<file path="config.mk">
export PLATFORM = sky130hd
export DESIGN_NAME = cic_fifo
export DESIGN_NICKNAME = d
export VERILOG_FILES = /design/src/rtl/cic_fifo.sv
export SDC_FILE = /design/constraint.sdc
export NUM_CORES = 1
export LEC_CHECK = 0
export BUFFER_PORTS_ARGS = -buffer_cell sky130_fd_sc_hd__buf_2
export CORE_AREA = 2 2 43 45
export DETAILED_ROUTE_END_ITERATION = 8
export DIE_AREA = 0 0 45 47
export PLACE_DENSITY = 0.76
export RECOVER_POWER = 25
export REMOVE_ABC_BUFFERS = 1
export SLEW_MARGIN = 30
export SYNTH_ARGS = -nofsm -noshare
export SYNTH_HDL_FRONTEND = slang
export SYNTH_SLANG_ARGS = --single-unit
</file>
<file path="constraint.sdc">
create_clock -name clk_i -period 3.5 [get_ports clk_i]
set_input_delay 0.175 -clock clk_i [delete_from_list [all_inputs] [get_ports clk_i]]
set_output_delay 0.175 -clock clk_i [all_outputs]
set_load 0.01 [all_outputs]
</file>
<file path="src/rtl/cic_fifo.sv">
// ----------------------------------------------------------------------------
// cic_fifo
// Short queue between the classifying front and the executing back.
// ----------------------------------------------------------------------------
module cic_fifo #(
  parameter int WIDTH = 8,
  parameter int DEPTH = 2
) (
  input  logic             clk_i,
  input  logic             rst_ni,
  input  logic             push_i,
  input  logic [WIDTH-1:0] data_i,
  output logic             full_o,
  input  logic             pop_i,
  output logic             valid_o,
  output logic [WIDTH-1:0] data_o
);

  localparam int PW = (DEPTH > 1) ? $clog2(DEPTH) : 1;
  localparam int CW = $clog2(DEPTH + 1);

  logic [WIDTH-1:0] slot_q [DEPTH];
  logic [PW-1:0]    wr_ptr_q, wr_ptr_d;
  logic [PW-1:0]    rd_ptr_q, rd_ptr_d;
  logic [CW-1:0]    count_q, count_d;
  logic             do_push, do_pop;

  assign full_o  = (count_q == CW'(DEPTH));
  assign valid_o = (count_q != '0);
  assign data_o  = slot_q[rd_ptr_q];
  assign do_push = push_i && !full_o;
  assign do_pop  = pop_i && valid_o;

  always_comb begin
    wr_ptr_d = wr_ptr_q;
    rd_ptr_d = rd_ptr_q;
    count_d  = count_q;
    if (do_push) begin
      wr_ptr_d = (wr_ptr_q == PW'(DEPTH - 1)) ? '0 : wr_ptr_q + 1'b1;
    end
    if (do_pop) begin
      rd_ptr_d = (rd_ptr_q == PW'(DEPTH - 1)) ? '0 : rd_ptr_q + 1'b1;
    end
    if (do_push && !do_pop) begin
      count_d = count_q + 1'b1;
    end else if (do_pop && !do_push) begin
      count_d = count_q - 1'b1;
    end
  end

  always_ff @(posedge clk_i or negedge rst_ni) begin
    if (!rst_ni) begin
      wr_ptr_q <= '0;
      rd_ptr_q <= '0;
      count_q  <= '0;
    end else begin
      wr_ptr_q <= wr_ptr_d;
      rd_ptr_q <= rd_ptr_d;
      count_q  <= count_d;
    end
  end

  always_ff @(posedge clk_i) begin
    if (do_push) begin
      slot_q[wr_ptr_q] <= data_i;
    end
  end

endmodule

</file>
; Word level (Yosys, flattened, before mapping)
; Memory sizes are Yosys's and may differ from the RTL's.
; Cells that the tools add are included.
[totals]
mem_bits_rw = 16
out_inout_bits = 10
n_memories = 1
latch_bits = 0
mem_bits_ro = 0
wordCells = 24
register_bits = 4
[op_classes]
bitwise = 0
n_mux = 6
n_lt_le_gt_ge = 0
reduce_logical = 9
shifts = 0
n_eq_ne = 1
div_mod_pow = 0
mul = 0
add_sub_neg = 4
[mem_list]
columns = memory, words, word_bits, read_ports, rd_ports_with_merged_regs, write_ports, line_no
row1 = slot_q, 2, 8, 1, 0, 1, 22  ; logic [WIDTH-1:0] slot_q [DEPTH];
[ops]
columns = operator, n
row1 = 1-bit logical AND, 4
row2 = 1-bit two-way mux, 4
row3 = 2-bit two-way mux, 2
row4 = 2-bit nonzero test, 2
row5 = 1-bit zero test, 3
row6 = "1-bit adder, second input constant", 2
row7 = "2-bit by 1-bit adder with 2-bit output, second input constant", 1
row8 = "2-bit equality test, second input constant", 1
row9 = "2-bit by 1-bit subtractor with 2-bit output, second input constant", 1

; Logic depth before layout (Yosys ltp)
; Gate-level depths: netlist (run 1).
[depth]
ltp_word = 7
mapped_depth = 7
depth_no_buf = 7

; Worst setup path before layout (run 1)
; Ideal clock, no wire load.
[synth_timing]
kind = register to register
from = register count_q[0]
to = memory slot_q[0][0] (enable)
setup_ns = 0.370
n_path_buf = 0
arrival_time_ns = 0.986
synth_period_minus_slack_ns = 1.356
path_stages_with_launch = 4
slack_ns = 2.144
required_ns = 3.130
cell_sequence = dfrtp_1 -> nand2b_1 -> nand2_2 -> nor2_1
[synth_via]
elab_chain_len = 5
[synth_rtl]
columns = item, line_no
row1 = from (decl), 25  ; logic [CW-1:0] count_q, count_d;
row2 = from (signal assigned), 59  ; count_q <= count_d;
row3 = 2-bit equality test, 28  ; assign full_o = (count_q == CW'(DEPTH));
row4 = 1-bit zero test, 31  ; assign do_push = push_i && !full_o;
row5 = 1-bit logical AND, 31
row6 = 1-bit two-way mux, 64  ; if (do_push) begin
row7 = 1-bit two-way mux (not written as such), 65  ; slot_q[wr_ptr_q] <= data_i;
row8 = to (decl), 22
; No other way between the ends.

; Final worst setup path (run 1)
[layout_timing]
from = register count_q[0]
to = memory slot_q[0][5] (enable)
; The elaborated chain is that of the path after synthesis.

==> results of run 1 <==
-- critical path, delay by kind of cell (launching register included) --
family,cells,cell delay (ns)
DFF,1,0.42
and+or+nand+nor,3,0.80
-- power by group --
part           switching [mW]  internal [mW]  total (mW)  leakage (nW)
Sequential             0.0469          0.333       0.380         0.195
Clock                  0.0668         0.0415       0.108        0.0154
Combinational           0.123          0.122       0.245         0.177
-- cell type report --
| class | count | area share (%) |
|---|---|---|
| Sequential cell | 20 | 61.7 |
| Timing Repair Buffer | 22 | 12.0 |
| Inverter | 2 | 0.798 |
| Clock buffer | 3 | 2.39 |
| Clock inverter | 1 | 0.399 |
| Multi-Input combinational cell | 21 | 20.5 |
| Tap cell | 17 | 2.26 |
-- kinds of logic (layout without fill, tap and decap cells) --
logic type,count (synthesis),after routing,synth area share [%]
xor gates and xnor gates,5,5,5.57
adders and majority gates,1,1,1.59
buffers and inverters,3,28,1.59
DFF,20,20,73.9
muxes,8,8,11.5
and+or+nand+nor,7,7,5.89
-- final timing paths --
kind | from | to | slack, ns | cells past startpoint
max | count_q[0] | slot_q[0][5] | 1.92 | 3
min | data_i[7] | slot_q[0][7] | 0.06 | 1
max reg2reg | count_q[0] | slot_q[0][5] | 1.92 | 3
min reg2reg | count_q[1] | count_q[1] | 0.50 | 1
max in group asynchronous | rst_ni | rd_ptr_q | 3.18 | 2
min in group asynchronous | rst_ni | count_q[1] | 0.20 | 2
-- metal layers --
metal  vias up  track usage (%)  share of wire [%]  wire length, µm
met5         -                0                  0                0
met3         5             3.85                6.8               80
met4         0             8.82                2.5               29
met1       207             14.4                 45              524
met2        18             20.3                 46              537
li1        207                -                  -                -
-- sequential cells by signal (all words and copies together), names as in the netlist --
name,count
wr_ptr_q,1
slot_q,16
rd_ptr_q,1
count_q,2
-- Yosys cell counts --
| library cell | count |
|---|---|
| and3_1 | 1 |
| buf_2 | 1 |
| dfrtp_1 | 4 |
| edfxtp_1 | 16 |
| ha_1 | 1 |
| inv_1 | 2 |
| mux2_1 | 8 |
| nand2_2 | 1 |
| nand2_4 | 1 |
| nand2b_1 | 1 |
| nor2_1 | 2 |
| or2_4 | 1 |
| xnor2_1 | 3 |
| xor2_1 | 2 |
-- per-stage QoR --
step	setup slack, ns	hold WS, ns	total power [mW]	instance area [µm²]	std cells
after floorplan	2.14	-0.121	0.545	781	43
after global placement	2.00	-0.0143	0.624	907	81
after detailed placement	1.91	-0.0107	0.636	907	81
after CTS	1.89	0.0594	0.742	943	86
after global routing	1.82	0.0456	0.780	941	86
final	1.92	0.0611	0.733	941	86
==> metrics, run 1 <==
post-detail-place hpwl=868 µm; Initial DRT Pass Iterations=2; Root Driver=clkbuf_4; area of the multi-input gates=193 µm²; crit end category=flop; Critical Path Slowest Stage Cell=nor2_1; status=completed; commonest non-fill, non-tap cells in the layout=19 x buf_2, 16 x edfxtp_1, 8 x mux2_1, 4 x dfrtp_1; Post-Syn Area per Cell=17.9 µm²; row count=15; most common cell after layout, fill and taps aside=buf_2; drt drc=0; htree depth=1; Die Y=47 µm; Port Buffers=21; # clock sinks=20; post_cts resized=0; Area Overhead vs Synth=19.7%; crit path DAT=1.51 ns; Min-Delay Path Class=in -> reg; static leakage power=0.387 nW; via count=437; Synth top area share=61.1%; initial antenna violation count=0; final setup fails=0; core area=1650 µm²; largest net degree at the start of global routing=12; fin util=57.0%; Area contributors post-synth=edfxtp_1 61%, dfrtp_1 13%, mux2_1 11%; first-pass GRT wire length=1710 µm; sequential-to-total area share from yosys stat=73.9%; Max Slew Vio Count=0; worst-margin pin slew=0.691 ns; Final #Nets=83; die width=45 µm; max-cap viol count=0; count of different cell masters after synthesis=14; Final min period=1.58 ns; ANT nets after route=0; CTS tree=built; Post-Syn Instances=44; vias in the first global route=405; Max Freq=634 MHz; Max rail drop VDD=0.535 mV; Power Density=779 nW/µm²; WP data required=3.44 ns; synthesized cell area=786 µm²; clk slew on worst S/H paths=0.11 ns; Final Hold Fails=0; critical path cell sequence=nand2b_1 -> nand2_2 -> nor2_1; Diodes inserted=0; GPL Wtd Cong=0.599; TritonCTS buffer count=3; post-CTS setup buffer count=0; #FFs+latches synth=20; grt total ovfl=0; Warnings, synthesis=0; clock buffer depth=2; RSZ-0062 raised after global routing=no; startpoint types=flop; clock latency on the worst-skew pair=0.29 ns; Crit Path Max Fanout=8; Total Wirelength=1170 µm; Max-slew headroom=53.7%; Initial Util=47.6%; slowest stage delay, CP=0.54 ns; io pins=22; Synth area leader=edfxtp_1; fill cell count=147; routed length per instance=13.6 µm; final period utilization=45.0%; die area=2120 µm²; Global Route Usage Sum=12.6%; Fin Setup TNS=0 ns; Initial DRC Count=2; Setup CP Type=reg -> reg; Via density=5.08; layout cells sized above 1=36.2%; Worst Clk Skew=0.00434 ns; hold buffer count at CTS=1; Reg area=581 µm²
(Power assumes the default switching activity.)
==> run 2: changes to the inputs <==
- CORE_AREA: 2 2 43 45 -> 2 2 51 43
- DIE_AREA: 0 0 45 47 -> 0 0 53 45
- PLACE_DENSITY: 0.76 -> 0.71
- clock period: 3.5 -> 1.35 ns (I/O delays scaled with it)
==> run 2 against run 1 <==
Non-clock buffer count rose by 17. Register-to-register slack got worse by 1.9 ns. Setup slack got worse by 1.9 ns. Total power rose to 3.6 times the previous value. Cell count rose by 28%. The flow now finishes with violations (negative setup slack). Sequential power rose to 2.5 times the previous value. Critical path depth did not move. Final area rose by 31%.
==> metrics, run 2 (synthesis gave the netlist of run 1 again) <==
io pins=22 (unchanged); Setup CP Type=reg -> out; Area Overhead vs Synth=56.8%; met1 Use GR=15.1% (+0.70 points); max reg flops=16 (unchanged); routed length per instance=12.9 µm (-5.7%); total power draw=2.66 mW (+260%); slowest stage delay, CP=0.45 ns (-0.09 ns); Critical Path Stages=3 (unchanged); Die Y=45 µm (-4.3%); Initial Util=42.7% (-4.9 points); final period utilization=101%; CTS tree=built; Final WS setup=-0.0182 ns (-1.94 ns); r2r endpoint=count_q[1]; Register-to-Register Path Depth=6 (+3); die area=2390 µm² (+13%); clock buffer depth=2 (unchanged); clk slew on worst S/H paths=0.11 ns (about the same); vias in the first global route=467 (+15%); largest net degree at the start of global routing=13 (+1); htree depth=1 (unchanged); Final #Nets=100 (+20%); RSZ-0062 raised after global routing=yes; die width=53 µm (+18%); initial antenna violation count=0 (unchanged); commonest non-fill, non-tap cells in the layout=16 x edfxtp_1, 12 x buf_2, 9 x dlygate4sd3_1, 9 x buf_6; status=complete, but fails checks; Final min period=1.37 ns; Diodes inserted=0 (unchanged); via count=483 (+11%); Worst path top cell family by delay=flip-flops; startpoint types=flop; max-cap viol count=0 (unchanged); Final Hold Fails=0 (unchanged); final setup fails=8 (+8); drt drc=0 (unchanged); DP Cell Count=91 (+12%); Worst Setup SP=rd_ptr_q; WP data required=1.28 ns (-2.16 ns); largest register by flop count=slot_q; Initial DRT Pass Iterations=4 (+2); core area=1840 µm² (+11%); crit path DAT=1.30 ns (-0.21 ns); most used routing layer=met2; Min-Delay Path Class=in -> async; Max rail drop VDD=1.22 mV (+130%); grt total ovfl=0 (unchanged); global-route track usage on met2=21.5% (+1.2 points); Reg area=582 µm² (+0.22%); ANT nets after route=0 (unchanged); critical path cell sequence=buf_6 -> mux2_4 -> buf_6; Max Freq=731 MHz; CP dominant cell by count=buf_6; Total Wirelength=1410 µm (+21%); post-detail-place hpwl=850 µm (-2.2%); row count=14 (-1); Fin Setup TNS=-0.118 ns (-0.118 ns); Power Density=2160 nW/µm² (+180%); # clock sinks=20 (unchanged); pre-CTS setup slack=-0.0210 ns (-1.94 ns); Min Hold Slack=0.121 ns (+0.0595 ns); Root Driver=clkbuf_4; worst-margin pin slew=0.377 ns (-0.315 ns); most common cell after layout, fill and taps aside=edfxtp_1; Regs by FF count=slot_q: 16 flops, count_q: 2 flops; GPL Wtd Cong=0.698 (+17%); met3 Use GR=4.97% (+1.1 points); RR Startpoint=count_q[1]; failing checks=negative setup slack; clock latency on the worst-skew pair=0.30 ns (about the same); first-pass GRT wire length=2060 µm (+20%); area of the multi-input gates=249 µm² (+29%); final non-filler cell total=110 (+28%); TritonCTS buffer count=3 (unchanged); Crit Path Max Fanout=4 (-4); Max-slew headroom=74.9% (+21 points); Via density=4.39 (-14%); Port Buffers=21 (unchanged); layout cells sized above 1=54.7% (+18 points); crit end category=primary output; Reg2Reg Setup Slack=-0.01 ns (-1.93 ns); Initial DRC Count=9 (+7); fill cell count=126 (-14%); Worst Path Buf+Inv=2 (+2); Critical Path Slowest Stage Cell=dfrtp_2; static leakage power=0.529 nW (+37%); Global Route Usage Sum=13.3% (+0.67 points); Max Slew Vio Count=0 (unchanged); Worst Clk Skew=0.00742 ns (+0.00307 ns)
==> run 2: what timing repair did <==
action / 4_1_cts / 5_1_grt
pin swaps: 3 / 0
endpoints found under the hold margin: 20 / 0
hold buffers: 9 / 0
buffers inserted: 3 / 3
endpoints found under the setup margin: 9 / 12
gates resized for setup: 5 / 18
==> run 2: worst max-delay path by stage <==
stage,endpoint,slack [ns]
after floorplan,slot_q[0][0],-0.006
after global placement,count_q[1],0.0002
after detailed placement,count_q[1],-0.02
after CTS,data_o[6],-0.02
after global routing,data_o[0],-0.07
final,data_o[4],-0.02
==> run 2: final cells by class <==
class,count,share of cell area [%]
tap,24,2.44
sequential,20,47.2
clock buffer,3,1.83
multi-input combinational,21,20.2
timing repair buffer,39,25.3
clock inverter,1,2.44
inverter,2,0.609
==> run 2: report_power, final <==
part | internal, mW | switching (mW)
Clock | 0.300 | 0.176
Sequential | 0.865 | 0.0931
Combinational | 0.733 | 0.490
Total | 1.90 | 0.759
==> run 2: metrics by stage <==
step | cell area (µm²) | utilization [%]
4_1_cts | 1130 | 61.3
5_1_grt | 1230 | 67.0
3_5_place_dp | 938 | 51.0
2_1_floorplan | 781 | -
6_report | 1230 | 67.0
3_3_place_gp | 938 | 51.0
==> run 2: layer usage <==
layer	share of wire, %	wire [µm]
met5	0	0
met3	5.1	72
met4	1.3	19
met2	48	682
met1	45	639
==> run 3: changes to the inputs <==
- RECOVER_POWER: 25 -> 50
==> run 3 against run 2 <==
The flow still finishes with violations (negative setup slack). Combinational power is essentially flat. Clock skew barely moved. Sequential power barely moved. Critical path type unchanged. Critical endpoint unchanged.
==> metrics, run 3 (synthesis gave the netlist of run 1 again) <==
status=complete, but fails checks; failing checks=negative setup slack; Crit Path Max Fanout=4 (unchanged); clock buffer depth=2 (unchanged); most common cell after layout, fill and taps aside=edfxtp_1; Worst Path Buf+Inv=2 (unchanged); Port Buffers=21 (unchanged); die area=2390 µm² (unchanged); io pins=22 (unchanged); Regs by FF count=slot_q: 16 flops, count_q: 2 flops; initial antenna violation count=0 (unchanged); Area Overhead vs Synth=56.5%; via count=483 (unchanged); Global Route Usage Sum=13.3% (unchanged); Worst Clk Skew=0.00743 ns (+0.00000941 ns); Die Y=45 µm (unchanged); Final Hold Fails=0 (unchanged); drt drc=0 (unchanged); final setup fails=8 (unchanged); clock latency on the worst-skew pair=0.30 ns (about the same); ANT nets after route=0 (unchanged); core area=1840 µm² (unchanged); Via density=4.39 (unchanged); commonest non-fill, non-tap cells in the layout=16 x edfxtp_1, 10 x buf_2, 9 x dlygate4sd3_1, 9 x buf_6; Total Wirelength=1410 µm (about the same); total power draw=2.66 mW (about the same); RR Startpoint=count_q[1]; Final min period=1.37 ns (-0.00000510 ns); TritonCTS buffer count=3 (unchanged); first-pass GRT wire length=2060 µm (unchanged); max-cap viol count=0 (unchanged); RSZ-0062 raised after global routing=yes; Diodes inserted=0 (unchanged); Setup CP Type=reg -> out; # clock sinks=20 (unchanged); Fin Setup TNS=-0.118 ns (-0.0000390 ns); Initial DRC Count=9 (unchanged); worst-margin pin slew=0.377 ns (+0.000388 ns); routed length per instance=12.8 µm (about the same); crit path DAT=1.30 ns (about the same); Register-to-Register Path Depth=6 (unchanged); final period utilization=101% (about the same); critical path cell sequence=buf_6 -> mux2_4 -> buf_6; vias in the first global route=467 (unchanged); clk slew on worst S/H paths=0.11 ns (about the same); row count=14 (unchanged); startpoint types=flop; r2r endpoint=count_q[1]; CTS tree=built; Root Driver=clkbuf_4; Max Slew Vio Count=0 (unchanged); post-detail-place hpwl=850 µm (unchanged); max reg flops=16 (unchanged); Max-slew headroom=74.9% (about the same); Initial Util=42.7% (unchanged); Critical Path Slowest Stage Cell=dfrtp_2; largest register by flop count=slot_q; layout cells sized above 1=52.3% (-2.3 points); static leakage power=0.524 nW (-1.0%); slowest stage delay, CP=0.45 ns (about the same); Initial DRT Pass Iterations=4 (unchanged); Final #Nets=100 (unchanged); Min-Delay Path Class=in -> async; largest net degree at the start of global routing=13 (unchanged); Max Freq=731 MHz (about the same); WP data required=1.28 ns (about the same); Max rail drop VDD=1.22 mV (about the same); grt total ovfl=0 (unchanged); Worst path top cell family by delay=flip-flops; htree depth=1 (unchanged); CP dominant cell by count=buf_6; Final WS setup=-0.0182 ns (+0.00000510 ns); die width=53 µm (unchanged); Reg2Reg Setup Slack=-0.01 ns (about the same); GPL Wtd Cong=0.698 (unchanged); Power Density=2160 nW/µm² (+0.18%); crit end category=primary output
[run 3: cell count changes in the layout (fill, tap and decap cells not counted)]
cell and delta:
buf_2 -2, clkbuf_1 +2
[run 3: worst max-delay path by stage]
stage / from / slack (ns) / to / depth (start not counted)
after floorplan: count_q[0] / -0.006 / slot_q[0][0] / 3
after global placement: count_q[1] / 0.0002 / count_q[1] / 6
after detailed placement: count_q[0] / -0.02 / count_q[1] / 6
after CTS: rd_ptr_q / -0.02 / data_o[6] / 2
after global routing: rd_ptr_q / -0.07 / data_o[0] / 3
final: rd_ptr_q / -0.02 / data_o[4] / 3
[run 3: per-layer routing]
metal  global-route usage, %  share of wire (%)  vias up
met1                    15.1                 45      227
met3                    4.97                5.1        2
met4                    7.69                1.3        0
met2                    21.5                 48       16
li1                        -                  -      238
met5                       0                  0        -
[run 3: power breakdown]
| part | total (mW) | switching, mW | internal [mW] |
|---|---|---|---|
| registers | 0.959 | 0.0932 | 0.865 |
| clock network | 0.476 | 0.176 | 0.300 |
| logic | 1.22 | 0.490 | 0.732 |
| total | 2.66 | 0.759 | 1.90 |
[run 3: final cells by class]
cell class / count / area [µm²]
Fill cell: 125 / 609
Sequential cell: 20 / 582
Timing Repair Buffer: 39 / 309
Multi-Input combinational cell: 21 / 249
Clock inverter: 1 / 30.0
Tap cell: 24 / 30.0
Clock buffer: 3 / 22.5
Inverter: 2 / 7.51
[run 3: metrics by stage]
stage               instance area, µm²  std cells  worst slack [ns]  hold WS [ns]  utilization, %
finish                            1230        110           -0.0182         0.121            66.9
global route                      1230        110           -0.0660         0.121            66.9
CTS                               1130        107           -0.0248        0.0720            61.3
detailed placement                 938         91           -0.0210        -0.120            51.0
global placement                   938         91          0.000178        -0.120            51.0
floorplan                          781         43          -0.00634        -0.228               -
[run 3: worst reg2reg max path, delay by kind of cell, from the launching register on]
kind	cells	cell delay, ns
flip-flops	1	0.46
AND/OR/NAND/NOR	3	0.40
XOR/XNOR	2	0.26
adder cells (fa/ha/maj)	1	0.14
[run 3: what timing repair did]
action / in CTS / in global routing
endpoints found under the setup margin: 9 / 12
pin swaps: 3 / 0
hold endpoints to repair: 20 / 0
gates resized for setup: 5 / 18
hold buffers: 9 / 0
buffers inserted: 3 / 3
