`src/rtl/cic_pkg.sv`:
```
// ----------------------------------------------------------------------------
// cic_pkg
// Shared types and constants for the cloud-in-cell deposit block.
// ----------------------------------------------------------------------------
package cic_pkg;

  localparam int IDX_W  = 8;   // widest cell index, grid up to 256 per axis
  localparam int FRAC_W = 16;  // widest position fraction
  localparam int POS_W  = 16;
  localparam int CELL_W = 6;
  localparam int CFG_W  = 7;
  localparam int DENS_W = 32;

  typedef enum logic {
    OP_DEPOSIT = 1'b0,
    OP_READ    = 1'b1
  } op_e;

  typedef enum logic [1:0] {
    KIND_DEPOSIT,
    KIND_READ,
    KIND_DROP
  } kind_e;

  typedef enum logic [1:0] {
    ST_DEPOSITED = 2'd0,
    ST_DROPPED   = 2'd1,
    ST_READ_DONE = 2'd2,
    ST_SATURATED = 2'd3
  } status_e;

  // classified item as it travels from the front to the back
  typedef struct packed {
    kind_e                       kind;
    logic [2:0][IDX_W-1:0]       base;
    logic [2:0][IDX_W-1:0]       nxt;
    logic [2:0][FRAC_W-1:0]      frac;
  } entry_t;

endpackage

```
`src/rtl/cic_front.sv`:
```
// ----------------------------------------------------------------------------
// cic_front
// Holds the grid size register and classifies incoming items: range check,
// base and wrapped next cell per axis, fractional weights.
// ----------------------------------------------------------------------------
module cic_front #(
  parameter int GRID      = 64,
  parameter int FRAC_BITS = 10
) (
  input  logic                       clk_i,
  input  logic                       rst_ni,
  input  logic                       cfg_valid_i,
  output logic                       cfg_ready_o,
  input  logic [cic_pkg::CFG_W-1:0]  cfg_grid_cells_i,
  input  logic                       operation_i,
  input  logic [cic_pkg::POS_W-1:0]  pos_x_i,
  input  logic [cic_pkg::POS_W-1:0]  pos_y_i,
  input  logic [cic_pkg::POS_W-1:0]  pos_z_i,
  input  logic [cic_pkg::CELL_W-1:0] cell_x_i,
  input  logic [cic_pkg::CELL_W-1:0] cell_y_i,
  input  logic [cic_pkg::CELL_W-1:0] cell_z_i,
  output cic_pkg::entry_t            entry_o
);

  localparam int CW = $clog2(GRID);
  localparam int NW = CW + 1;
  localparam logic [8:0]  GRID9  = 9'(GRID);
  localparam logic [8:0]  MIN9   = 9'd2;
  localparam logic [16:0] ONE17  = 17'(1) << FRAC_BITS;
  localparam logic [16:0] FMASK  = ONE17 - 17'd1;

  logic [cic_pkg::CFG_W-1:0] grid_cells_q;
  logic [8:0]                g9, eff9;
  logic [NW-1:0]             eff;

  logic [2:0][cic_pkg::POS_W-1:0]  pos;
  logic [2:0][cic_pkg::CELL_W-1:0] cidx;
  logic [15:0]                     ip16, cell16;
  logic [NW-1:0]                   inc;
  logic [2:0][CW-1:0]              dep_base, dep_nxt, rd_base;
  logic                            dep_out, rd_out, is_read;

  assign cfg_ready_o = 1'b1;

  always_ff @(posedge clk_i or negedge rst_ni) begin
    if (!rst_ni) begin
      grid_cells_q <= cic_pkg::CFG_W'(64);
    end else if (cfg_valid_i) begin
      grid_cells_q <= cfg_grid_cells_i;
    end
  end

  always_comb begin
    g9 = 9'(grid_cells_q);
    if (g9 < MIN9) begin
      eff9 = MIN9;
    end else if (g9 > GRID9) begin
      eff9 = GRID9;
    end else begin
      eff9 = g9;
    end
    eff = eff9[NW-1:0];
  end

  assign pos     = {pos_z_i, pos_y_i, pos_x_i};
  assign cidx    = {cell_z_i, cell_y_i, cell_x_i};
  assign is_read = (cic_pkg::op_e'(operation_i) == cic_pkg::OP_READ);

  always_comb begin
    dep_out = 1'b0;
    rd_out  = 1'b0;
    ip16    = '0;
    cell16  = '0;
    inc     = '0;
    for (int a = 0; a < 3; a++) begin
      ip16        = pos[a] >> FRAC_BITS;
      dep_out     = dep_out || (ip16 >= 16'(eff));
      dep_base[a] = ip16[CW-1:0];
      inc         = NW'(ip16[CW-1:0]) + NW'(1);
      dep_nxt[a]  = (inc == eff) ? '0 : inc[CW-1:0];
      cell16      = 16'(cidx[a]);
      rd_out      = rd_out || (cell16 >= 16'(eff));
      rd_base[a]  = cell16[CW-1:0];
    end
  end

  always_comb begin
    if (is_read) begin
      entry_o.kind = rd_out ? cic_pkg::KIND_DROP : cic_pkg::KIND_READ;
    end else begin
      entry_o.kind = dep_out ? cic_pkg::KIND_DROP : cic_pkg::KIND_DEPOSIT;
    end
    for (int a = 0; a < 3; a++) begin
      entry_o.base[a] = cic_pkg::IDX_W'(is_read ? rd_base[a] : dep_base[a]);
      entry_o.nxt[a]  = cic_pkg::IDX_W'(dep_nxt[a]);
      entry_o.frac[a] = pos[a] & FMASK[15:0];
    end
  end

endmodule

```
`config.mk`:
```
export PLATFORM = sky130hd
export DESIGN_NAME = cic_front
export DESIGN_NICKNAME = d
export VERILOG_FILES = /design/src/rtl/cic_pkg.sv /design/src/rtl/cic_front.sv
export SDC_FILE = /design/constraint.sdc
export NUM_CORES = 1
export LEC_CHECK = 0
export BUFFER_PORTS_ARGS = -buffer_cell sky130_fd_sc_hd__buf_2
export CAP_MARGIN = 20
export CORE_MARGIN = 1
export CORE_UTILIZATION = 47
export CTS_CLUSTER_DIAMETER = 60
export DETAILED_ROUTE_END_ITERATION = 10
export GPL_TIMING_DRIVEN = 0
export PLACE_DENSITY = 0.94
export SKIP_LAST_GASP = 1
export SLEW_MARGIN = 40
export SYNTH_ARGS = -nofsm -noshare
export SYNTH_HDL_FRONTEND = slang
export SYNTH_SLANG_ARGS = --single-unit
```
`constraint.sdc`:
```
create_clock -name clk_i -period 6.48 [get_ports clk_i]
set_clock_uncertainty 0.2 [all_clocks]
set_input_delay 0.972 -clock clk_i [delete_from_list [all_inputs] [get_ports clk_i]]
set_output_delay 0.972 -clock clk_i [all_outputs]
set_load 0.05 [all_outputs]
```
== Word-level counts from Yosys, hierarchy flattened ==
Cells that the tools add are included.

* Bits in registers: 7
* Word-level logic and storage cells: 30
* Input bits: 77
* Output and inout port bits: 99

* Magnitude comparators: 8
* Reduce and logical (&&, ||, !) cells: 4
* Equality and inequality tests: 3
* Muxes and demuxes: 11
* Add/sub/neg operators: 3

{| class="wikitable"
|+ Operators with widths
! kind !! count
|-
| 6-bit by 7-bit >= comparator with 1-bit output || 6
|-
| 6-bit two-way mux || 6
|-
| 6-bit by 1-bit adder with 7-bit output, second input constant || 3
|-
| 7-bit equality test || 3
|-
| 7-bit two-way mux || 2
|-
| 7-bit greater-than comparator, second input constant || 1
|-
| 7-bit by 2-bit less-than comparator with 1-bit output, second input constant || 1
|-
| 2-bit two-way mux || 3
|-
| 1-bit logical OR || 4
|}

== Longest topological paths before layout ==
Gate-level depths: netlist of run 1.

* Depth in word-level cells: 8
* Depth in mapped cells: 10
* Gate-level depth less buffers: 9

== Worst setup path after synthesis of run 1 ==
Ideal clock, no wire load.

* Kind: register -> output
* Start: register grid_cells_q[6] (netlist bit)
* End: output entry_o[67] (netlist bit)
* Slack: 2161 ps
* Required time: 5308 ps
* Arrival time: 3147 ps
* Buffers on the path: 2
* Cell stages (with the launch flop): 11
* Cells stage by stage: dfstp_2 -> buf_2 -> inv_1 -> clkbuf_1 -> and3_1 -> ha_1 -> nor3b_1 -> mux2_1 -> o31ai_2 -> nor2_1 -> a41oi_1

{| class="wikitable"
|+ RTL lines
! item !! line !! source
|-
| start, declared || cic_front.sv:32 || <nowiki>logic [cic_pkg::CFG_W-1:0] grid_cells_q;</nowiki>
|-
| start signal, assigned || cic_front.sv:47 || <nowiki>grid_cells_q <= cic_pkg::CFG_W'(64);</nowiki>
|-
| start signal, assigned || cic_front.sv:49 || <nowiki>grid_cells_q <= cfg_grid_cells_i;</nowiki>
|-
| end, declared || cic_front.sv:22 || <nowiki>output cic_pkg::entry_t entry_o</nowiki>
|}

==> flow_summary.json, run 1 <==
{
  "timing.max_cap.violations": 0,
  "p_leak_nw": 1.87,
  "yosys.cell_count.top_type": "buf_4",
  "reg2reg_to": "grid_cells_q[6]$_DFFE_PN1P_",
  "track_usage": 0.234,
  "min_to": "grid_cells_q[0]$_DFFE_PN0P_",
  "path_clk_slew_ns": 0.04,
  "rsz0062_at_grt": "false",
  "die_w_um": 77.2,
  "vias": 2710,
  "cts.sinks": 7,
  "hold_violations": 0,
  "synth_area_mm2": 0.00266,
  "top_register": "grid_cells_q",
  "setup_tns_ns": 0,
  "clockRootBuffer": "clkbuf_8",
  "whs_ns": 0.312,
  "avgSynthCellArea_um2": 8.50,
  "cts-resized-gates": 0,
  "seq_area_frac_synth": 0.0663,
  "postCtsHoldBufs": 0,
  "wirelength_um": 7380,
  "drtPass1Iterations": 4,
  "min_delay_path_depth": 1,
  "hp-class": "flop to flop",
  "synth_edf_count": 0,
  "gp_congestion": 0.876,
  "fin_area_mm2": 0.00346,
  "post_cts_buffers": 0,
  "worst_pin_slew_ns": 0.788,
  "yosysTopAreaCell": "ha_1",
  "crit_arrival_ns": 3.60,
  "fin_crit_ns": 4.77,
  "largest_reg_flops": 7,
  "crit_type": "flop to output port",
  "post-route-util": 0.633,
  "rows": 27,
  "grt_antenna_before_repair": 0,
  "slew_violations": 0,
  "routedWlPerCell_um": 13.9,
  "ios": 176,
  "synthArstFlopShare": 1.00,
  "initial_core_util": 0.486,
  "cp-end-kind": "output port",
  "min_from": "grid_cells_q[0]$_DFFE_PN0P_",
  "htreeDepth": 1,
  "syn_inst": 313,
  "reg_top3": "grid_cells_q: 7 flops",
  "max_stage_delay_ns": 0.54,
  "worst-r2r-cell-count": 4,
  "area_growth_syn_to_layout_pct": 30.2,
  "synth_top_area_share": 0.183,
  "status": "completed",
  "numPortBuffers": 112,
  "clock_path_buffers": 2,
  "synthTopCellsByArea": "ha_1 (18%), buf_4 (17%), mux2_2 (7.6%)",
  "first_global_vias": 2461,
  "grt_pass1_wl_um": 11300,
  "route.detailed.drc": 0,
  "die_y_um": 77.2,
  "synth-seq-cells": 7,
  "viasPerCell": 5.11,
  "ant_nets": 0,
  "startpoint": "grid_cells_q[6]$_DFFE_PN1P_",
  "ys_top_cells_by_count": "buf_4 (62), ha_1 (39), mux2_2 (18)",
  "place_area_mm2": 0.00342,
  "grt_overflow": 0,
  "detail_route.iter0.violations": 100,
  "critPathSlowestCell": "dfstp_2",
  "path_cells": "buf_2 -> inv_1 -> clkbuf_1 -> and3_1 -> ha_1 -> nor3b_1 -> mux2_1 -> o31ai_2 -> nor2_1 -> a41oi_1 -> buf_2",
  "worst_slack_ns": 1.71,
  "insertion_delay_ns": 0.22,
  "die_area_mm2": 0.00596,
  "nets": 575,
  "critPathMaxFanout": 10,
  "cp-start-kind": "flop",
  "dpl.hpwl_um": 6100,
  "grt_start_max_net_pins": 11,
  "ys_warn_count": 0,
  "r2r-start": "grid_cells_q[6]$_DFFE_PN1P_",
  "cts_made_buffers": 3,
  "finalCritPeriodShare": 0.737,
  "slew-limit-headroom": 0.471,
  "powerDensity_mw_per_mm2": 152,
  "irDropWorstVdd_uv": 129,
  "r2r_setup_slack_ns": 4.74,
  "worstPathRequired_ns": 5.31,
  "synthFlopType": "dfrtp_1",
  "setup_viol": 0,
  "n_antenna_cell": 0,
  "drive_gt1_frac": 0.454,
  "cts_tree": "yes",
  "fillers": 524,
  "fmax_ghz": 0.210,
  "pre_cts_ws_ns": 2.00,
  "cp_common_cell": "buf_2",
  "core_mm2": 0.00547,
  "ys_types": 52
}
worst max-delay path by stage:
stage / slack, ns / cells past startpoint / endpoint
floorplan: 2.16 / 10 / entry_o[67]
global placement: 2.06 / 11 / entry_o[67]
detailed placement: 2.00 / 11 / entry_o[67]
CTS: 1.75 / 11 / entry_o[67]
global route: 1.57 / 11 / entry_o[67]
finish: 1.71 / 11 / entry_o[67]
where the power goes:
part	switching (mW)	internal (mW)	leakage, nW	total, mW
Combinational	0.271	0.140	1.77	0.411
Sequential	0.00548	0.0487	0.0807	0.0542
Clock	0.0173	0.0424	0.0228	0.0597
Total	0.294	0.231	1.87	0.525
worst max-delay path: cells and delay by family, from the launching register on:
| family | cells | cell delay [ns] |
|---|---|---|
| AOI/OAI and AO/OA | 2 | 0.60 |
| adders and majority gates | 1 | 0.40 |
| and+or+nand+nor | 3 | 0.52 |
| buffers and inverters | 4 | 1.00 |
| muxes | 1 | 0.32 |
| DFF | 1 | 0.54 |
stage by stage:
step	power [mW]	cells
after floorplan	0.375	342
after global placement	0.454	526
after detailed placement	0.463	526
after CTS	0.525	530
after global routing	0.557	530
final	0.525	530
cells by family (layout without fill, tap and decap cells):
| logic type | count (synthesis) | in the layout | share of synthesized area |
|---|---|---|---|
| DFF | 7 | 7 | 0.0663 |
| adders and majority gates | 39 | 39 | 0.183 |
| buffers and inverters | 84 | 200 | 0.208 |
| muxes | 20 | 20 | 0.0847 |
| xor gates and xnor gates | 22 | 22 | 0.120 |
| AOI/OAI and AO/OA | 55 | 55 | 0.159 |
| and+or+nand+nor | 84 | 84 | 0.176 |
| other | 2 | 31 | 0.00282 |
final cells by class:
| class | count | area [um2] | area share |
|---|---|---|---|
| Clock buffer | 4 | 45.0 | 0.0130 |
| Inverter | 13 | 48.8 | 0.0141 |
| Multi-Input combinational cell | 251 | 2040 | 0.589 |
| Timing Repair Buffer | 112 | 561 | 0.162 |
| Buffer | 71 | 504 | 0.146 |
| Tap cell | 72 | 90.1 | 0.0260 |
| Sequential cell | 7 | 176 | 0.0509 |
routing by layer:
metal | track usage | part of all wire | vias to the layer above
met3 | 0.0274 | 0.070 | 12
met1 | 0.279 | 0.41 | 1230
met4 | 0.0774 | 0.015 | 0
met5 | 0 | 0 | -
li1 | - | - | 1329
met2 | 0.427 | 0.51 | 139
cells in the final DEF, fill, tap and decap left out, types with 3 or more instances in the layout:
cell	Yosys	layout
buf_2	4	116
buf_4	62	62
ha_1	39	39
conb_1	2	31
mux2_2	18	18
nor2_1	17	17
nand2_1	16	16
inv_1	13	13
o21ai_0	12	12
nand3_1	11	11
xnor2_1	11	11
nand2b_1	8	8
a21o_1	8	8
nor2b_1	7	7
and3_1	6	6
xnor3_1	6	6
dfrtp_1	6	6
clkbuf_1	4	5
a211oi_1	5	5
a21oi_1	4	4
o21bai_1	3	3
xor3_1	3	3
nand4_1	3	3
nor3_1	3	3
and4_1	3	3
clkbuf_8	0	3
Power figures use the tool's default switching activity.
==> inputs of run 2 (changes only) <==
Settings changed: ABC_AREA from default to 1, CORE_UTILIZATION 47 to 44, PLACE_DENSITY 0.94 to 0.88.
Clock period 6.48 ns to 4.8 ns, I/O delays scaled along.
==> flow_summary.json, run 2 <==
{
  "viasPerCell": 4.79,
  "htreeDepth": 1,
  "n_antenna_cell": 0,
  "crit_arrival_ns": 2.67,
  "most-common-layout-cells": "nand2_1 (143), buf_2 (116), buf_4 (63), inv_1 (57), nor2_1 (42)",
  "irDropWorstVdd_uv": 281,
  "cp-start-kind": "flop",
  "switchingPower_uw": 425,
  "worstPathRequired_ns": 3.88,
  "route.detailed.drc": 0,
  "synth-seq-cells": 7,
  "yosysTopAreaCell": "nand2_1",
  "vias": 3346,
  "swShare": 0.593,
  "status": "completed",
  "ant_nets": 0,
  "area_growth_syn_to_layout_pct": 29.4,
  "cts-resized-gates": 0,
  "finalCritPeriodShare": 0.749,
  "clkPwrFrac": 0.112,
  "clockRootBuffer": "clkbuf_8",
  "worst-r2r-cell-count": 3,
  "numPortBuffers": 114,
  "yosys.cell_count.top_type": "nand2_1",
  "ys_top_cells_by_count": "nand2_1 (143), buf_4 (63), inv_1 (57)",
  "total_power_uw": 717,
  "multiInputGateArea_mm2": 0.00200,
  "synth_area_mm2": 0.00279,
  "initial_core_util": 0.462,
  "nets": 740,
  "powerDensity_mw_per_mm2": 199,
  "cts.sinks": 7,
  "hp-class": "input pin to asynchronous set/reset pin",
  "grt_start_max_net_pins": 11,
  "cts_made_buffers": 3,
  "post_cts_buffers": 0,
  "pwr-share-comb": 0.789,
  "core_mm2": 0.00603,
  "dr_wl_met2_um": 3880,
  "insertion_delay_ns": 0.22,
  "timing.max_cap.violations": 0,
  "grt_pass1_wl_um": 12300,
  "seqPwrFrac": 0.099,
  "reg2reg_to": "grid_cells_q[6]$_DFFE_PN1P_",
  "cp-end-kind": "output port",
  "p_leak_nw": 2.24,
  "critPathMaxFanout": 10,
  "ys_types": 29,
  "die_y_um": 81.6,
  "seqCellArea_um2": 176,
  "synth_edf_count": 0,
  "ys_warn_count": 0,
  "die_area_mm2": 0.00665,
  "syn_inst": 476,
  "slew_violations": 0,
  "wl_met1_um": 3310,
  "synth_top_area_share": 0.193,
  "crit_type": "flop to output port",
  "internal-power_uw": 292,
  "fillers": 593,
  "avgSynthCellArea_um2": 5.85,
  "mostFrequentLayoutCell": "nand2_1",
  "top_layer_used": "met4",
  "r2r_setup_slack_ns": 3.54,
  "fmax_ghz": 0.278,
  "cts_tree": "yes",
  "gp_congestion": 0.912,
  "clock_path_buffers": 2,
  "largest_reg_flops": 7,
  "top_register": "grid_cells_q",
  "synthFlopType": "dfrtp_1",
  "synthArstFlopShare": 1.00,
  "routedWlPerCell_um": 11.3,
  "track_usage": 0.232,
  "grt_overflow": 0,
  "first_global_vias": 2882,
  "postCtsHoldBufs": 0,
  "setup_tns_ns": 0,
  "setup_viol": 0,
  "fin_crit_ns": 3.59,
  "ios": 176,
  "reg_top3": "grid_cells_q: 7 flops",
  "whs_ns": 0.121,
  "drive_gt1_frac": 0.326,
  "die_w_um": 81.6,
  "synthTopCellsByArea": "nand2_1 (19%), ha_1 (18%), buf_4 (17%)",
  "grt_antenna_before_repair": 0,
  "rows": 28,
  "seq_area_frac_synth": 0.0633,
  "path_clk_slew_ns": 0.04,
  "rsz0062_at_grt": "false",
  "dpl.hpwl_um": 6690,
  "hold_violations": 0,
  "drtPass1Iterations": 4,
  "wirelength_um": 7900,
  "detail_route.iter0.violations": 177,
  "r2r-start": "grid_cells_q[6]$_DFFE_PN1P_",
  "wl_met3_um": 668
}
run 2: cell types whose count changed after synthesis, moves of 8 or more:
cell / before / now
nand2_1: 16 / 143
inv_1: 13 / 57
nor2_1: 17 / 42
nand3_1: 11 / 35
mux2_2: 18 / 3
o21ai_0: 12 / 24
nand4_1: 3 / 14
xnor2_1: 11 / 1
a21o_1: 8 / 0
nand2b_1: 8 / 0
run 2: power groups by stage:
stage | Sequential [mW] | Clock [mW] | Combinational (mW)
after floorplan | 0.0705 | 0 | 0.441
after global placement | 0.0719 | 0 | 0.552
after detailed placement | 0.0721 | 0 | 0.562
after CTS | 0.0713 | 0.0818 | 0.563
after global routing | 0.0721 | 0.0881 | 0.618
final | 0.0713 | 0.0800 | 0.566
run 2: cell type report:
cell class,count,area share
inverters,58,0.0604
multi-input cells,371,0.556
plain buffers,69,0.138
well taps,75,0.0260
clock buffers,4,0.0125
flip-flops and latches,7,0.0490
repair buffers,114,0.158
run 2: routing by layer:
| metal | vias to the layer above | GRT usage |
|---|---|---|
| met5 | - | 0 |
| met4 | 0 | 0.0500 |
| met3 | 4 | 0.0133 |
| met2 | 161 | 0.442 |
| met1 | 1447 | 0.282 |
| li1 | 1734 | - |
run 2: critical path, stage by stage (launching register included):
cell and delay (ns):
dfstp_2 0.55, buf_4 0.21, nand2_4 0.09, nand2_2 0.10, nand2_2 0.08, inv_1 0.22
ha_1 0.30, nand2_1 0.07, o21ai_0 0.08, nand2_1 0.07, nand2_1 0.05, nor2_1 0.13
nand3_1 0.10, nor2_1 0.11, buf_2 0.27
run 2: metrics by stage:
step | utilization | setup slack, ns | instances | area, um2
2_1_floorplan | - | 1.54 | 505 | 2890
3_3_place_gp | 0.591 | 1.48 | 694 | 3560
3_5_place_dp | 0.591 | 1.46 | 694 | 3560
4_1_cts | 0.598 | 1.21 | 698 | 3600
5_1_grt | 0.598 | 1.04 | 698 | 3600
6_report | 0.598 | 1.21 | 698 | 3600
run 2: worst max-delay path by stage:
stage | endpoint | from | cells past startpoint | slack, ns
2_1_floorplan | entry_o[96] | grid_cells_q[6]$_DFFE_PN1P_ | 13 | 1.54
3_3_place_gp | entry_o[96] | grid_cells_q[6]$_DFFE_PN1P_ | 14 | 1.48
3_5_place_dp | entry_o[96] | grid_cells_q[6]$_DFFE_PN1P_ | 11 | 1.46
4_1_cts | entry_o[96] | grid_cells_q[6]$_DFFE_PN1P_ | 11 | 1.21
5_1_grt | entry_o[96] | grid_cells_q[4]$_DFFE_PN0P_ | 11 | 1.04
6_report | entry_o[96] | grid_cells_q[6]$_DFFE_PN1P_ | 14 | 1.21
run 2: cells by family (layout without fill, tap and decap cells):
| logic type | Yosys count | count (layout) | synth area share |
|---|---|---|---|
| and+or+nand+nor | 256 | 256 | 0.407 |
| buffers and inverters | 127 | 245 | 0.257 |
| AOI/OAI and AO/OA | 40 | 40 | 0.0764 |
| adders and majority gates | 39 | 39 | 0.175 |
| DFF | 7 | 7 | 0.0633 |
| muxes | 3 | 3 | 0.0121 |
| other | 2 | 31 | 0.00270 |
| xor gates and xnor gates | 2 | 2 | 0.00629 |
==> inputs of run 3 (changes only) <==
Settings changed: CORE_UTILIZATION 44 to 40, PLACE_DENSITY 0.88 to 0.85.
Clock period 4.8 ns to 3.2 ns, I/O delays scaled along.
==> flow_summary.json, run 3 (synthesis gave the netlist of run 2 again) <==
{
  "die_w_um": 85.4,
  "numPortBuffers": 114,
  "swShare": 0.579,
  "die_area_mm2": 0.00730,
  "path_cells": "nor2_4 -> nand3_2 -> nand2_4 -> nand2_4 -> nand2_4 -> clkinvlp_4 -> buf_12 -> ha_4 -> nand2_1 -> o21ai_0 -> nand2_1 -> nand2_1 -> nor2_1 -> nand3_1 -> nand2_1 -> nand2_1 -> buf_6",
  "cts_tree": "yes",
  "fin_crit_ns": 3.22,
  "ant_nets": 0,
  "seqCellArea_um2": 178,
  "grt_antenna_before_repair": 0,
  "seqPwrFrac": 0.093,
  "path_clk_slew_ns": 0.04,
  "area_growth_syn_to_layout_pct": 40.2,
  "grt_start_max_net_pins": 11,
  "status": "finished with violations",
  "place_area_mm2": 0.00356,
  "hp-class": "input pin to flop",
  "rsz0062_at_grt": "true",
  "crit_arrival_ns": 2.54,
  "switchingPower_uw": 681,
  "grt_pass1_wl_um": 13200,
  "p_leak_nw": 2.33,
  "worst_slack_ns": -0.0221,
  "clockRootBuffer": "clkbuf_8",
  "die_y_um": 85.4,
  "initial_core_util": 0.412,
  "first_global_vias": 3128,
  "dpl.hpwl_um": 6980,
  "worstPathRequired_ns": 2.52,
  "wirelength_um": 8720,
  "slew_violations": 0,
  "fin_area_mm2": 0.00390,
  "finalCritPeriodShare": 1.01,
  "drtPass1Iterations": 6,
  "hold_violations": 0,
  "fillers": 656,
  "critPathSlowestCell": "dfrtp_1",
  "rows": 30,
  "clkPwrFrac": 0.104,
  "viasPerCell": 4.88,
  "insertion_delay_ns": 0.22,
  "failed_checks": "negative setup slack",
  "mostFrequentLayoutCell": "nand2_1",
  "cts.sinks": 7,
  "cp-end-kind": "output port",
  "htreeDepth": 1,
  "reg_top3": "grid_cells_q: 7 flops",
  "cp-start-kind": "flop",
  "core_mm2": 0.00676,
  "largest_reg_flops": 7,
  "multiInputGateArea_mm2": 0.00213,
  "crit_type": "flop to output port",
  "pwr-share-comb": 0.804,
  "cp_common_cell": "nand2_1",
  "setup_viol": 1,
  "timing.max_cap.violations": 0,
  "clock_path_buffers": 2,
  "gp_congestion": 0.918,
  "route.detailed.drc": 0,
  "drive_gt1_frac": 0.369,
  "track_usage": 0.221,
  "detail_route.iter0.violations": 248,
  "n_antenna_cell": 0,
  "fmax_ghz": 0.310,
  "grt_overflow": 0,
  "top_register": "grid_cells_q",
  "ios": 176,
  "irDropWorstVdd_uv": 294,
  "critPathMaxFanout": 6,
  "most-common-layout-cells": "nand2_1 (141), buf_2 (107), buf_4 (77), inv_1 (53), nor2_1 (37)",
  "nets": 753,
  "post-route-util": 0.578,
  "routedWlPerCell_um": 12.2,
  "cts_made_buffers": 3,
  "vias": 3496,
  "powerDensity_mw_per_mm2": 301,
  "max_stage_delay_ns": 0.40,
  "internal-power_uw": 494
}
-- run 3: power groups by stage --
stage / registers, mW / clock network, mW / logic (mW)
finish: 0.109 / 0.122 / 0.944
global route: 0.110 / 0.128 / 1.02
CTS: 0.107 / 0.123 / 0.888
detailed placement: 0.108 / 0 / 0.849
global placement: 0.108 / 0 / 0.825
floorplan: 0.106 / 0 / 0.661
-- run 3: routing by layer --
metal  up-vias  global-route usage  share of wire
met2       163               0.420           0.50
met5         -                   0              0
met1      1559               0.260           0.40
met4         0              0.0667          0.016
met3        14              0.0195          0.083
li1       1760                   -              -
-- run 3: timing repair --
item                                   4_1_cts  5_1_grt
endpoints found under the hold margin        6        0
setup endpoints to repair                    2       20
pin swaps                                    3       14
setup buffers                                3        9
hold buffers                                 1        0
resized for setup                           17       37
-- run 3: layout make-up --
class	count	area share
inverters	58	0.0574
repair buffers	127	0.184
flip-flops and latches	7	0.0455
plain buffers	69	0.131
clock buffers	4	0.0115
multi-input cells	371	0.545
well taps	80	0.0256
-- run 3: critical path, delay by kind of cell, from the launching register on --
family,cells,cell delay (ns)
AOI/OAI and AO/OA,1,0.24
adders and majority gates,1,0.27
DFF,1,0.40
buffers and inverters,3,0.41
and+or+nand+nor,12,1.01
-- run 3: worst paths after layout --
kind                                                    end  slack [ns]  cells past startpoint                         from
worst max-delay path                            entry_o[97]       -0.02                     17  grid_cells_q[1]$_DFFE_PN0P_
worst min-delay path            grid_cells_q[2]$_DFFE_PN0P_        0.28                      3          cfg_grid_cells_i[2]
worst max register to register  grid_cells_q[6]$_DFFE_PN1P_        1.91                      3  grid_cells_q[6]$_DFFE_PN1P_
worst min register to register  grid_cells_q[0]$_DFFE_PN0P_        0.38                      1  grid_cells_q[0]$_DFFE_PN0P_
max in group asynchronous       grid_cells_q[6]$_DFFE_PN1P_        2.16                      2                       rst_ni
min in group asynchronous       grid_cells_q[2]$_DFFE_PN0P_        0.42                      2                       rst_ni
-- run 3: stage by stage --
stage	TNS [ns]	cells	worst slack [ns]	hold WS, ns	power [mW]
after global placement	0	699	0.130	0.114	0.933
after detailed placement	0	699	0.115	0.117	0.958
after CTS	0	707	0.0310	0.278	1.12
after floorplan	0	505	0.176	-0.0156	0.767
after global routing	-0.223	716	-0.144	0.283	1.26
final	-0.0221	716	-0.0221	0.279	1.17
